--- config.mk ---
export PLATFORM = sky130hd
export DESIGN_NAME = servo_pwm_slew_controller_unit_flat
export DESIGN_NICKNAME = d
export VERILOG_FILES = /design/src/rtl/sps_pkg.sv /design/src/rtl/sps_in_if.sv /design/src/rtl/sps_out_if.sv /design/src/rtl/sps_ctrl.sv /design/src/rtl/sps_dp.sv /design/src/rtl/servo_pwm_slew_controller_unit.sv /design/src/flat_wrapper.sv
export SDC_FILE = /design/constraint.sdc
export NUM_CORES = 1
export LEC_CHECK = 0
export ABC_AREA = 1
export BUFFER_PORTS_ARGS = -buffer_cell sky130_fd_sc_hd__buf_2
export CORE_MARGIN = 5
export CORE_UTILIZATION = 25
export DETAILED_ROUTE_END_ITERATION = 8
export HOLD_SLACK_MARGIN = 0.1
export PLACE_DENSITY = 0.46
export SLEW_MARGIN = 0
export SYNTH_ARGS = -nofsm -noshare
export SYNTH_HDL_FRONTEND = slang
export SYNTH_HIERARCHICAL = 1
export SYNTH_SLANG_ARGS = --single-unit
--- constraint.sdc ---
create_clock -name i_clk -period 9.3 [get_ports i_clk]
set_clock_uncertainty 0.05 [all_clocks]
set_input_delay 0.93 -clock i_clk [delete_from_list [all_inputs] [get_ports i_clk]]
set_output_delay 0.93 -clock i_clk [all_outputs]
set_load 0.02 [all_outputs]
--- src/rtl/sps_pkg.sv ---
// shared types, constants and reset values for the servo pwm slew controller
package sps_pkg;

    localparam int ANGLE_BITS_DEF = 8;
    localparam int PULSE_BITS_DEF = 12;
    localparam int CNT_W          = 15;
    localparam int DATA_W         = 32;
    localparam int ADDR_W         = 5;
    localparam int REG_LSB        = 2;

    localparam int RST_ANGLE      = 90;
    localparam int RST_MIN_ANGLE  = 0;
    localparam int RST_MAX_ANGLE  = 180;
    localparam int RST_MIN_PULSE  = 544;
    localparam int RST_MAX_PULSE  = 2400;
    localparam int RST_PULSE      = 1472;
    localparam int RST_FRAME_US   = 20000;
    localparam int RST_STEP_US    = 20000;

    localparam logic FUNC_TICK = 1'b0;
    localparam logic FUNC_MOVE = 1'b1;

    typedef enum logic [2:0] {
        REG_ENABLED   = 3'd0,
        REG_MIN_ANGLE = 3'd1,
        REG_MAX_ANGLE = 3'd2,
        REG_MIN_PULSE = 3'd3,
        REG_MAX_PULSE = 3'd4,
        REG_FRAME_US  = 3'd5,
        REG_STEP_US   = 3'd6
    } t_sps_reg;

    typedef enum logic [2:0] {
        ST_IDLE,
        ST_MUL,
        ST_DIV,
        ST_FIX,
        ST_RES
    } t_sps_state;

    typedef struct packed {
        logic accept;
        logic mul;
        logic div_step;
        logic fix;
        logic load_res;
    } t_sps_cmd;

    typedef struct packed {
        logic need_map;
        logic den_zero;
        logic div_last;
    } t_sps_stat;

endpackage

--- src/rtl/sps_in_if.sv ---
// input channel: tick or move command
interface sps_in_if #(
    parameter int ANGLE_BITS = sps_pkg::ANGLE_BITS_DEF
) ();
    logic                  valid;
    logic                  ready;
    logic                  func;
    logic [ANGLE_BITS-1:0] goal_angle;
    logic                  immediate;

    modport source (output valid, output func, output goal_angle, output immediate,
                    input ready);
    modport sink (input valid, input func, input goal_angle, input immediate,
                  output ready);
endinterface

--- src/rtl/sps_out_if.sv ---
// result channel: pwm level and servo status
interface sps_out_if #(
    parameter int ANGLE_BITS = sps_pkg::ANGLE_BITS_DEF,
    parameter int PULSE_BITS = sps_pkg::PULSE_BITS_DEF
) ();
    logic                  valid;
    logic                  ready;
    logic                  pwm_level;
    logic [ANGLE_BITS-1:0] angle_now;
    logic [PULSE_BITS-1:0] pulse_now_us;
    logic                  moving;

    modport source (output valid, output pwm_level, output angle_now, output pulse_now_us,
                    output moving, input ready);
    modport sink (input valid, input pwm_level, input angle_now, input pulse_now_us,
                  input moving, output ready);
endinterface

--- src/rtl/sps_ctrl.sv ---
// controller state machine: sequencing of transfers, mapping and serial divide
module sps_ctrl (
    input  logic              i_clk,
    input  logic              i_rst_n,
    input  logic              i_in_valid,
    input  logic              i_out_ready,
    input  logic              i_attach_set,
    input  sps_pkg::t_sps_stat i_stat,
    output logic              o_in_ready,
    output logic              o_out_valid,
    output sps_pkg::t_sps_cmd  o_cmd
);

    sps_pkg::t_sps_state r_state, n_state;
    logic                r_with_res, n_with_res;
    logic                r_attach, n_attach;
    logic                r_out_valid, n_out_valid;

    always_ff @(posedge i_clk) begin
        if (!i_rst_n) begin
            r_state     <= sps_pkg::ST_IDLE;
            r_with_res  <= 1'b0;
            r_attach    <= 1'b0;
            r_out_valid <= 1'b0;
        end else begin
            r_state     <= n_state;
            r_with_res  <= n_with_res;
            r_attach    <= n_attach;
            r_out_valid <= n_out_valid;
        end
    end

    // next state
    always_comb begin
        n_state    = r_state;
        n_with_res = r_with_res;
        n_attach   = r_attach | i_attach_set;
        case (r_state)
            sps_pkg::ST_IDLE: begin
                if (r_attach) begin
                    n_state    = sps_pkg::ST_MUL;
                    n_with_res = 1'b0;
                    n_attach   = i_attach_set;
                end else if (i_in_valid) begin
                    n_with_res = 1'b1;
                    n_state    = i_stat.need_map ? sps_pkg::ST_MUL : sps_pkg::ST_RES;
                end
            end
            sps_pkg::ST_MUL: begin
                n_state = i_stat.den_zero ? sps_pkg::ST_FIX : sps_pkg::ST_DIV;
            end
            sps_pkg::ST_DIV: begin
                if (i_stat.div_last) begin
                    n_state = sps_pkg::ST_FIX;
                end
            end
            sps_pkg::ST_FIX: begin
                n_state = r_with_res ? sps_pkg::ST_RES : sps_pkg::ST_IDLE;
            end
            sps_pkg::ST_RES: begin
                if (!r_out_valid || i_out_ready) begin
                    n_state = sps_pkg::ST_IDLE;
                end
            end
            default: begin
                n_state = sps_pkg::ST_IDLE;
            end
        endcase
    end

    // outputs
    always_comb begin
        o_cmd      = '0;
        o_in_ready = 1'b0;
        case (r_state)
            sps_pkg::ST_IDLE: begin
                o_in_ready   = !r_attach;
                o_cmd.accept = !r_attach && i_in_valid;
            end
            sps_pkg::ST_MUL: begin
                o_cmd.mul = 1'b1;
            end
            sps_pkg::ST_DIV: begin
                o_cmd.div_step = 1'b1;
            end
            sps_pkg::ST_FIX: begin
                o_cmd.fix = 1'b1;
            end
            sps_pkg::ST_RES: begin
                o_cmd.load_res = !r_out_valid || i_out_ready;
            end
            default: begin
                o_cmd = '0;
            end
        endcase
    end

    always_comb begin
        if (o_cmd.load_res) begin
            n_out_valid = 1'b1;
        end else if (i_out_ready) begin
            n_out_valid = 1'b0;
        end else begin
            n_out_valid = r_out_valid;
        end
    end

    assign o_out_valid = r_out_valid;

endmodule

--- src/rtl/sps_dp.sv ---
// datapath: angle state, frame and step counters, width mapping with serial divider
module sps_dp #(
    parameter int ANGLE_BITS = sps_pkg::ANGLE_BITS_DEF,
    parameter int PULSE_BITS = sps_pkg::PULSE_BITS_DEF
) (
    input  logic                     i_clk,
    input  logic                     i_rst_n,
    input  sps_pkg::t_sps_cmd        i_cmd,
    output sps_pkg::t_sps_stat       o_stat,
    input  logic                     i_enabled,
    input  logic [ANGLE_BITS-1:0]    i_min_angle,
    input  logic [ANGLE_BITS-1:0]    i_max_angle,
    input  logic [PULSE_BITS-1:0]    i_min_pulse,
    input  logic [PULSE_BITS-1:0]    i_max_pulse,
    input  logic [sps_pkg::CNT_W-1:0] i_frame_us,
    input  logic [sps_pkg::CNT_W-1:0] i_step_us,
    input  logic                     i_func,
    input  logic [ANGLE_BITS-1:0]    i_goal_angle,
    input  logic                     i_immediate,
    output logic                     o_pwm_level,
    output logic [ANGLE_BITS-1:0]    o_angle_now,
    output logic [PULSE_BITS-1:0]    o_pulse_now,
    output logic                     o_moving
);

    localparam int A      = ANGLE_BITS;
    localparam int P      = PULSE_BITS;
    localparam int CW     = sps_pkg::CNT_W;
    localparam int NUM_W  = A + P;
    localparam int W2     = A + P + 2;
    localparam int CMP_W  = (P > CW) ? P : CW;
    localparam int CNT_B  = $clog2(NUM_W);

    logic [A-1:0]   r_angle;
    logic [A-1:0]   r_goal;
    logic [P-1:0]   r_pulse;
    logic [CW-1:0]  r_frame;
    logic [CW-1:0]  r_step;

    logic           r_lvl_tick;
    logic           r_lvl_cmd;

    logic [NUM_W-1:0] r_num;
    logic [A-1:0]     r_den;
    logic [A-1:0]     r_rem;
    logic             r_neg;
    logic [CNT_B-1:0] r_cnt;
    logic [P-1:0]     r_lo_p;
    logic [P-1:0]     r_hi_p;

    logic           r_o_level;
    logic [A-1:0]   r_o_angle;
    logic [P-1:0]   r_o_pulse;
    logic           r_o_moving;

    logic [CW:0]    frame_next;
    logic [CW:0]    step_next;
    logic           frame_wrap;
    logic           step_fire;
    logic           level_now;
    logic           angle_ne;
    logic [A-1:0]   goal_clamp;
    logic [A-1:0]   a_clamp;

    logic signed [A:0]    diff_a;
    logic signed [A:0]    den_s;
    logic signed [P:0]    diff_p;
    logic signed [W2-1:0] prod;
    logic signed [W2-1:0] prod_abs;
    logic [A:0]           den_mag;

    logic [A:0]           rem_sh;
    logic [A:0]           rem_sub;
    logic                 rem_ge;

    logic signed [W2-1:0] q_s;
    logic signed [W2-1:0] lo_s;
    logic signed [W2-1:0] hi_s;
    logic signed [W2-1:0] w_raw;
    logic signed [W2-1:0] w_lo;
    logic signed [W2-1:0] w_fix;

    // counters and item decode
    always_comb begin
        frame_next = {1'b0, r_frame} + (CW+1)'(1);
        step_next  = {1'b0, r_step} + (CW+1)'(1);
        frame_wrap = frame_next >= {1'b0, i_frame_us};
        step_fire  = step_next >= {1'b0, i_step_us};
        level_now  = CMP_W'(r_frame) < CMP_W'(r_pulse);
        angle_ne   = r_angle != r_goal;
        goal_clamp = (i_goal_angle > i_max_angle) ? i_max_angle : i_goal_angle;
        a_clamp    = (r_angle > i_max_angle) ? i_max_angle : r_angle;
    end

    // linear map: product and divisor magnitude
    always_comb begin
        diff_a   = $signed({1'b0, a_clamp}) - $signed({1'b0, i_min_angle});
        den_s    = $signed({1'b0, i_max_angle}) - $signed({1'b0, i_min_angle});
        diff_p   = $signed({1'b0, i_max_pulse}) - $signed({1'b0, i_min_pulse});
        prod     = W2'(diff_a) * W2'(diff_p);
        prod_abs = prod[W2-1] ? -prod : prod;
        den_mag  = den_s[A] ? (A+1)'(-den_s) : (A+1)'(den_s);
    end

    // restoring divide, one quotient bit per cycle
    always_comb begin
        rem_sh  = {r_rem, r_num[NUM_W-1]};
        rem_ge  = rem_sh >= {1'b0, r_den};
        rem_sub = rem_sh - {1'b0, r_den};
    end

    // sign, offset and clamp
    always_comb begin
        q_s   = $signed({2'b00, r_num});
        lo_s  = $signed({{(A+2){1'b0}}, r_lo_p});
        hi_s  = $signed({{(A+2){1'b0}}, r_hi_p});
        w_raw = (r_neg ? -q_s : q_s) + lo_s;
        w_lo  = (w_raw < lo_s) ? lo_s : w_raw;
        w_fix = (w_lo > hi_s) ? hi_s : w_lo;
    end

    always_comb begin
        o_stat.need_map = i_enabled &&
            ((i_func == sps_pkg::FUNC_MOVE) ? i_immediate : (step_fire && angle_ne));
        o_stat.den_zero = den_s == '0;
        o_stat.div_last = r_cnt == '0;
    end

    always_ff @(posedge i_clk) begin
        if (!i_rst_n) begin
            r_angle <= A'(sps_pkg::RST_ANGLE);
            r_goal  <= A'(sps_pkg::RST_ANGLE);
            r_pulse <= P'(sps_pkg::RST_PULSE);
            r_frame <= '0;
            r_step  <= '0;
        end else begin
            if (i_cmd.accept && i_enabled) begin
                if (i_func == sps_pkg::FUNC_TICK) begin
                    r_frame <= frame_wrap ? '0 : frame_next[CW-1:0];
                    r_step  <= step_fire ? '0 : step_next[CW-1:0];
                    if (step_fire && angle_ne) begin
                        r_angle <= (r_angle < r_goal) ? r_angle + A'(1) : r_angle - A'(1);
                    end
                end else begin
                    r_goal <= goal_clamp;
                    if (i_immediate) begin
                        r_angle <= goal_clamp;
                    end
                end
            end
            if (i_cmd.mul) begin
                r_angle <= a_clamp;
            end
            if (i_cmd.fix) begin
                r_pulse <= w_fix[P-1:0];
            end
        end
    end

    always_ff @(posedge i_clk) begin
        if (i_cmd.accept) begin
            r_lvl_tick <= i_enabled && (i_func == sps_pkg::FUNC_TICK) && level_now;
            r_lvl_cmd  <= i_enabled && (i_func == sps_pkg::FUNC_MOVE);
        end
        if (i_cmd.mul) begin
            r_num  <= o_stat.den_zero ? '0 : prod_abs[NUM_W-1:0];
            r_den  <= den_mag[A-1:0];
            r_rem  <= '0;
            r_neg  <= prod[W2-1] ^ den_s[A];
            r_cnt  <= CNT_B'(NUM_W - 1);
            r_lo_p <= i_min_pulse;
            r_hi_p <= i_max_pulse;
        end
        if (i_cmd.div_step) begin
            r_rem <= rem_ge ? rem_sub[A-1:0] : rem_sh[A-1:0];
            r_num <= {r_num[NUM_W-2:0], rem_ge};
            r_cnt <= r_cnt - CNT_B'(1);
        end
        if (i_cmd.load_res) begin
            r_o_level  <= r_lvl_tick || (r_lvl_cmd && level_now);
            r_o_angle  <= r_angle;
            r_o_pulse  <= r_pulse;
            r_o_moving <= angle_ne;
        end
    end

    assign o_pwm_level = r_o_level;
    assign o_angle_now = r_o_angle;
    assign o_pulse_now = r_o_pulse;
    assign o_moving    = r_o_moving;

endmodule

--- src/rtl/servo_pwm_slew_controller_unit.sv ---
// top level: register file, controller and datapath of the servo pwm slew controller
// Each transfer on i_cmd is a one-microsecond tick or a move command and yields one
// transfer on o_res. An item that leaves the angle alone goes from ST_IDLE straight to
// ST_RES; one that remaps the angle (slew step or immediate move) first passes ST_MUL,
// ST_DIV (skipped when the angle range is zero) and ST_FIX, where the serial divider of
// the angle-to-width map produces one quotient bit per cycle. Setting enabled from 0 to 1
// remaps the current angle and holds off i_cmd until that remap is done. A new item is
// taken while the previous result still waits on o_res.
module servo_pwm_slew_controller_unit #(
    parameter int ANGLE_BITS = sps_pkg::ANGLE_BITS_DEF,
    parameter int PULSE_BITS = sps_pkg::PULSE_BITS_DEF
) (
    input  logic                        i_clk,
    input  logic                        i_rst_n,
    sps_in_if.sink                      i_cmd,
    sps_out_if.source                   o_res,
    input  logic                        psel,
    input  logic                        penable,
    input  logic                        pwrite,
    input  logic [sps_pkg::ADDR_W-1:0]  paddr,
    input  logic [sps_pkg::DATA_W-1:0]  pwdata,
    output logic [sps_pkg::DATA_W-1:0]  prdata,
    output logic                        pready
);

    localparam int CW = sps_pkg::CNT_W;
    localparam int DW = sps_pkg::DATA_W;

    logic                  r_enabled;
    logic [ANGLE_BITS-1:0] r_min_angle;
    logic [ANGLE_BITS-1:0] r_max_angle;
    logic [PULSE_BITS-1:0] r_min_pulse;
    logic [PULSE_BITS-1:0] r_max_pulse;
    logic [CW-1:0]         r_frame_us;
    logic [CW-1:0]         r_step_us;

    sps_pkg::t_sps_reg     reg_sel;
    logic                  wr_en;
    logic                  attach_set;
    sps_pkg::t_sps_cmd     cmd;
    sps_pkg::t_sps_stat    stat;

    assign reg_sel    = sps_pkg::t_sps_reg'(paddr[sps_pkg::ADDR_W-1:sps_pkg::REG_LSB]);
    assign wr_en      = psel && penable && pwrite;
    assign attach_set = wr_en && (reg_sel == sps_pkg::REG_ENABLED) && pwdata[0] && !r_enabled;
    assign pready     = 1'b1;

    always_ff @(posedge i_clk) begin
        if (!i_rst_n) begin
            r_enabled   <= 1'b0;
            r_min_angle <= ANGLE_BITS'(sps_pkg::RST_MIN_ANGLE);
            r_max_angle <= ANGLE_BITS'(sps_pkg::RST_MAX_ANGLE);
            r_min_pulse <= PULSE_BITS'(sps_pkg::RST_MIN_PULSE);
            r_max_pulse <= PULSE_BITS'(sps_pkg::RST_MAX_PULSE);
            r_frame_us  <= CW'(sps_pkg::RST_FRAME_US);
            r_step_us   <= CW'(sps_pkg::RST_STEP_US);
        end else if (wr_en) begin
            case (reg_sel)
                sps_pkg::REG_ENABLED:   r_enabled   <= pwdata[0];
                sps_pkg::REG_MIN_ANGLE: r_min_angle <= pwdata[ANGLE_BITS-1:0];
                sps_pkg::REG_MAX_ANGLE: r_max_angle <= pwdata[ANGLE_BITS-1:0];
                sps_pkg::REG_MIN_PULSE: r_min_pulse <= pwdata[PULSE_BITS-1:0];
                sps_pkg::REG_MAX_PULSE: r_max_pulse <= pwdata[PULSE_BITS-1:0];
                sps_pkg::REG_FRAME_US:  r_frame_us  <= pwdata[CW-1:0];
                sps_pkg::REG_STEP_US:   r_step_us   <= pwdata[CW-1:0];
                default: begin
                end
            endcase
        end
    end

    always_comb begin
        case (reg_sel)
            sps_pkg::REG_ENABLED:   prdata = DW'(r_enabled);
            sps_pkg::REG_MIN_ANGLE: prdata = DW'(r_min_angle);
            sps_pkg::REG_MAX_ANGLE: prdata = DW'(r_max_angle);
            sps_pkg::REG_MIN_PULSE: prdata = DW'(r_min_pulse);
            sps_pkg::REG_MAX_PULSE: prdata = DW'(r_max_pulse);
            sps_pkg::REG_FRAME_US:  prdata = DW'(r_frame_us);
            sps_pkg::REG_STEP_US:   prdata = DW'(r_step_us);
            default:                prdata = '0;
        endcase
    end

    sps_ctrl u_ctrl (
        .i_clk        (i_clk),
        .i_rst_n      (i_rst_n),
        .i_in_valid   (i_cmd.valid),
        .i_out_ready  (o_res.ready),
        .i_attach_set (attach_set),
        .i_stat       (stat),
        .o_in_ready   (i_cmd.ready),
        .o_out_valid  (o_res.valid),
        .o_cmd        (cmd)
    );

    sps_dp #(
        .ANGLE_BITS (ANGLE_BITS),
        .PULSE_BITS (PULSE_BITS)
    ) u_dp (
        .i_clk        (i_clk),
        .i_rst_n      (i_rst_n),
        .i_cmd        (cmd),
        .o_stat       (stat),
        .i_enabled    (r_enabled),
        .i_min_angle  (r_min_angle),
        .i_max_angle  (r_max_angle),
        .i_min_pulse  (r_min_pulse),
        .i_max_pulse  (r_max_pulse),
        .i_frame_us   (r_frame_us),
        .i_step_us    (r_step_us),
        .i_func       (i_cmd.func),
        .i_goal_angle (i_cmd.goal_angle),
        .i_immediate  (i_cmd.immediate),
        .o_pwm_level  (o_res.pwm_level),
        .o_angle_now  (o_res.angle_now),
        .o_pulse_now  (o_res.pulse_now_us),
        .o_moving     (o_res.moving)
    );

endmodule
--- src/flat_wrapper.sv ---
// flat-port wrapper written by rule: the top's interface ports become plain ports
module servo_pwm_slew_controller_unit_flat 
#(
    parameter int ANGLE_BITS = sps_pkg::ANGLE_BITS_DEF,
    parameter int PULSE_BITS = sps_pkg::PULSE_BITS_DEF
)
  (i_clk, i_rst_n, psel, penable, pwrite, paddr, pwdata, prdata, pready, i_cmd_valid, i_cmd_func, i_cmd_goal_angle, i_cmd_immediate, i_cmd_ready, o_res_valid, o_res_pwm_level, o_res_angle_now, o_res_pulse_now_us, o_res_moving, o_res_ready);
  sps_in_if #(.ANGLE_BITS(ANGLE_BITS)) i_cmd_i ();
  sps_out_if #(.ANGLE_BITS(ANGLE_BITS), .PULSE_BITS(PULSE_BITS)) o_res_i ();
  input  logic i_clk;
  input  logic i_rst_n;
  input  logic psel;
  input  logic penable;
  input  logic pwrite;
  input  logic [sps_pkg::ADDR_W-1:0] paddr;
  input  logic [sps_pkg::DATA_W-1:0] pwdata;
  output logic [sps_pkg::DATA_W-1:0] prdata;
  output logic pready;
  input wire logic [$bits(i_cmd_i.valid)-1:0] i_cmd_valid;
  input wire logic [$bits(i_cmd_i.func)-1:0] i_cmd_func;
  input wire logic [$bits(i_cmd_i.goal_angle)-1:0] i_cmd_goal_angle;
  input wire logic [$bits(i_cmd_i.immediate)-1:0] i_cmd_immediate;
  output wire logic [$bits(i_cmd_i.ready)-1:0] i_cmd_ready;
  output wire logic [$bits(o_res_i.valid)-1:0] o_res_valid;
  output wire logic [$bits(o_res_i.pwm_level)-1:0] o_res_pwm_level;
  output wire logic [$bits(o_res_i.angle_now)-1:0] o_res_angle_now;
  output wire logic [$bits(o_res_i.pulse_now_us)-1:0] o_res_pulse_now_us;
  output wire logic [$bits(o_res_i.moving)-1:0] o_res_moving;
  input wire logic [$bits(o_res_i.ready)-1:0] o_res_ready;
  assign i_cmd_i.valid = i_cmd_valid;
  assign i_cmd_i.func = i_cmd_func;
  assign i_cmd_i.goal_angle = i_cmd_goal_angle;
  assign i_cmd_i.immediate = i_cmd_immediate;
  assign i_cmd_ready = i_cmd_i.ready;
  assign o_res_valid = o_res_i.valid;
  assign o_res_pwm_level = o_res_i.pwm_level;
  assign o_res_angle_now = o_res_i.angle_now;
  assign o_res_pulse_now_us = o_res_i.pulse_now_us;
  assign o_res_moving = o_res_i.moving;
  assign o_res_i.ready = o_res_ready;
  servo_pwm_slew_controller_unit #(.ANGLE_BITS(ANGLE_BITS), .PULSE_BITS(PULSE_BITS)) u_core (.i_clk(i_clk), .i_rst_n(i_rst_n), .i_cmd(i_cmd_i), .o_res(o_res_i), .psel(psel), .penable(penable), .pwrite(pwrite), .paddr(paddr), .pwdata(pwdata), .prdata(prdata), .pready(pready));
endmodule
==> metrics.yaml <==
status:
  status: "finished clean"
finish:
  antenna_cells: 0
  seq_area_mm2: 0.00541
  final_common_cell: "nand2_1"
  layout-drive-gt1-share_pct: 7.87
  postLayoutCoreUtil_pct: 28.1
  fin_cells: 3758
  fillers: 8601
  area_growth_pct: 12.0
  multiInputGateArea_mm2: 0.0124
  mostFrequentLayoutCells: "nand2_1, inv_1, nor2_1, ha_1, a21oi_1"
  nets: 3040
sta:
  whs_ns: 0.417
  fin_crit_sh_pct: 91.6
  layout_min_cycle_time_ns: 8.52
  slew_headroom_pct: 23.7
  slew_viol_final: 0
  setup_violations: 0
  rsz0062_at_grt: "false"
  max_freq_ghz: 0.117
  tightest_slew_ns: 1.13
  tns_ns: 0
  finalHoldViolCount: 0
critical_path:
  worstSetupPathType: "reg2reg"
  crit_cells: 43
  start_kind: "flip-flop"
  crit_path_end_kind: "flip-flop"
  critPathMaxStageDelay_ns: 0.56
  crit_required_ns: 9.55
  path_max_fanout: 10
  crit_arrival_ns: 8.76
  cpMostUsedCell: "nand2_1"
  critPathBufInv: 7
  path_delay_family: "adder cells"
  reg2regPathDepth: 43
  cpMaxStageDelayCell: "fa_1"
global_routing:
  grt_pass1_wl_um: 90200
  grt_max_degree: 90
  track_usage_pct: 13.0
  grt_antenna_before_repair: 2
  grt_pass1_vias: 16000
  grt.overflow.total: 0
floorplanning:
  rows: 103
  start_util_pct: 25.1
  dieArea_mm2: 0.0845
  coreArea_mm2: 0.0785
  die_h_um: 291
  io-pin-count: 111
  die_x_um: 291
routing:
  wl_per_cell_um: 15.0
  post_drt_via_cell_ratio: 4.35
  finalWirelength_um: 56400
  drtPass1Iterations: 5
  wl_met3_um: 1960
  ant_nets: 0
  route.detailed.drc: 0
  vias: 16300
  top_layer_used: "met5"
  drt_iter0_markers: 897
  wl_met2_um: 24600
  wl_met1_um: 28500
worst_hold_path:
  hold_path.class: "reg2reg"
  holdPathStages: 0
yosys:
  ys_seq_elements: 225
  async_reset_ff_share_pct: 0
  syn_avg_cell_area_um2: 7.49
  yosysSeqAreaShare_pct: 27.5
  synth_flop_cell: "dfxtp_1"
  ys_warn_count: 6
  ys_types: 53
  syn-cell-area_mm2: 0.0197
  synth_edf_count: 90
  postSynthCellCount: 2629
power_and_ir_drop:
  clkPwrFrac_pct: 30.8
  p_seq_share_pct: 31.3
  peakVddDrop_uv: 115
  combPwrFrac_pct: 37.8
  p_int_mw: 2.20
  switchingPower_mw: 1.28
  pwr_density_cell_mw_per_mm2: 158
  p_leak_nw: 10.3
  p_sw_share_pct: 36.8
cts:
  numCtsBuffers: 28
  clk_latency_ns: 0.58
  cts.sinks: 225
  cts.repair.resized: 0
  hold_buffers: 0
  cts.clk_slew.worst_paths_ns: 0.06
  cts_setup_buffers: 0
  cts_tree: "yes"
  htree_levels: 1
  clk_path_buf_depth: 3
  cts_root_buf: "clkbuf_16"
flow_run:
  max_cap_viol_count: 0
placed_design:
  dp_cells: 3707
  routabilityCongestion: 0.820
  dp_hpwl_um: 45100
  portBuffers: 73
## metrics by stage
step	instance area, um2	power, mW	worst slack [ns]
6_report	22100	3.49	0.781
5_1_grt	22100	3.80	0.0245
4_1_cts	22000	3.55	0.453
3_5_place_dp	21100	2.45	0.455
3_3_place_gp	21100	2.46	0.464
2_1_floorplan	19700	2.17	1.34
## worst paths after layout
check	end	from	slack (ns)
hold reg to reg	u_core/u_dp/o_pulse_now[7]	u_core/u_dp/r_pulse[7]	0.42
hold / removal	u_core/u_dp/o_pulse_now[7]	u_core/u_dp/r_pulse[7]	0.42
setup / recovery	u_core/u_dp/r_num[11]	u_core/r_max_angle[7]	0.78
setup reg to reg	u_core/u_dp/r_num[11]	u_core/r_max_angle[7]	0.78
## cell families (layout without fill, tap and decap cells)
group / after synthesis / count (layout) / share of synthesized area, %
simple gates: 1134 / 1134 / 24.3
fa+ha+maj: 299 / 299 / 23.0
xor+xnor: 109 / 109 / 4.89
buf+inv: 495 / 558 / 10.2
other cells: 2 / 18 / 0.0382
mux: 1 / 1 / 0.0509
compound gates: 364 / 364 / 10.2
flops: 225 / 225 / 27.5
## final cells by class
class | instances | share of cell area [%]
Tap cell | 1050 | 5.96
Sequential cell | 225 | 24.5
Clock inverter | 17 | 0.573
Multi-Input combinational cell | 1925 | 56.1
Timing Repair Buffer | 95 | 2.41
Clock buffer | 34 | 3.46
Inverter | 412 | 7.01
## power groups by stage
stage	Combinational [mW]	Clock, mW	Sequential (mW)
finish	1.32	1.08	1.09
global route	1.56	1.15	1.09
CTS	1.35	1.11	1.09
detailed placement	1.34	0	1.11
global placement	1.34	0	1.11
floorplan	1.05	0	1.12
## state kept, by name, indices dropped and copies added, names as in the netlist, 15 cells and up
| signal | count |
|---|---|
| u_core/u_dp/r_num | 20 |
| u_core/u_dp/r_frame | 15 |
| u_core/u_dp/r_step | 15 |
| u_core/r_frame_us | 15 |
| u_core/r_step_us | 15 |
## synthesized netlist by cell type (all sizes together) (4+ instances only)
cell,n,area [um2]
o21bai,14,105
o21a,5,37.5
edfxtp,90,2700
dfxtp,135,2700
nor3,16,90.1
o22ai,10,62.6
ha,195,2440
o221ai,4,35.0
o21ai,132,661
nand2,601,2290
xor2,84,743
xnor2,25,219
inv,410,1540
a21o,4,30.0
nor4,8,56.3
buf,44,312
or2,14,87.6
nand3,130,683
o211ai,17,133
a31oi,6,37.5
clkbuf,39,146
fa,104,2080
nor2,320,1280
a21oi,161,806
nand4,35,219
## worst register-to-register path: cells and delay by family (launching register included)
family	cells	cell delay, ns
and+or+nand+nor	14	1.28
xor gates and xnor gates	1	0.14
AOI/OAI and AO/OA	12	1.81
buffers and inverters	7	0.70
DFF	1	0.43
adders and majority gates	9	3.83
## per-layer routing
layer	vias to the layer above	GRT usage, %
li1	8527	-
met1	7456	19.2
met2	285	20.6
met3	72	1.32
met4	2	2.97
met5	-	0
(Power assumes the default switching activity.)
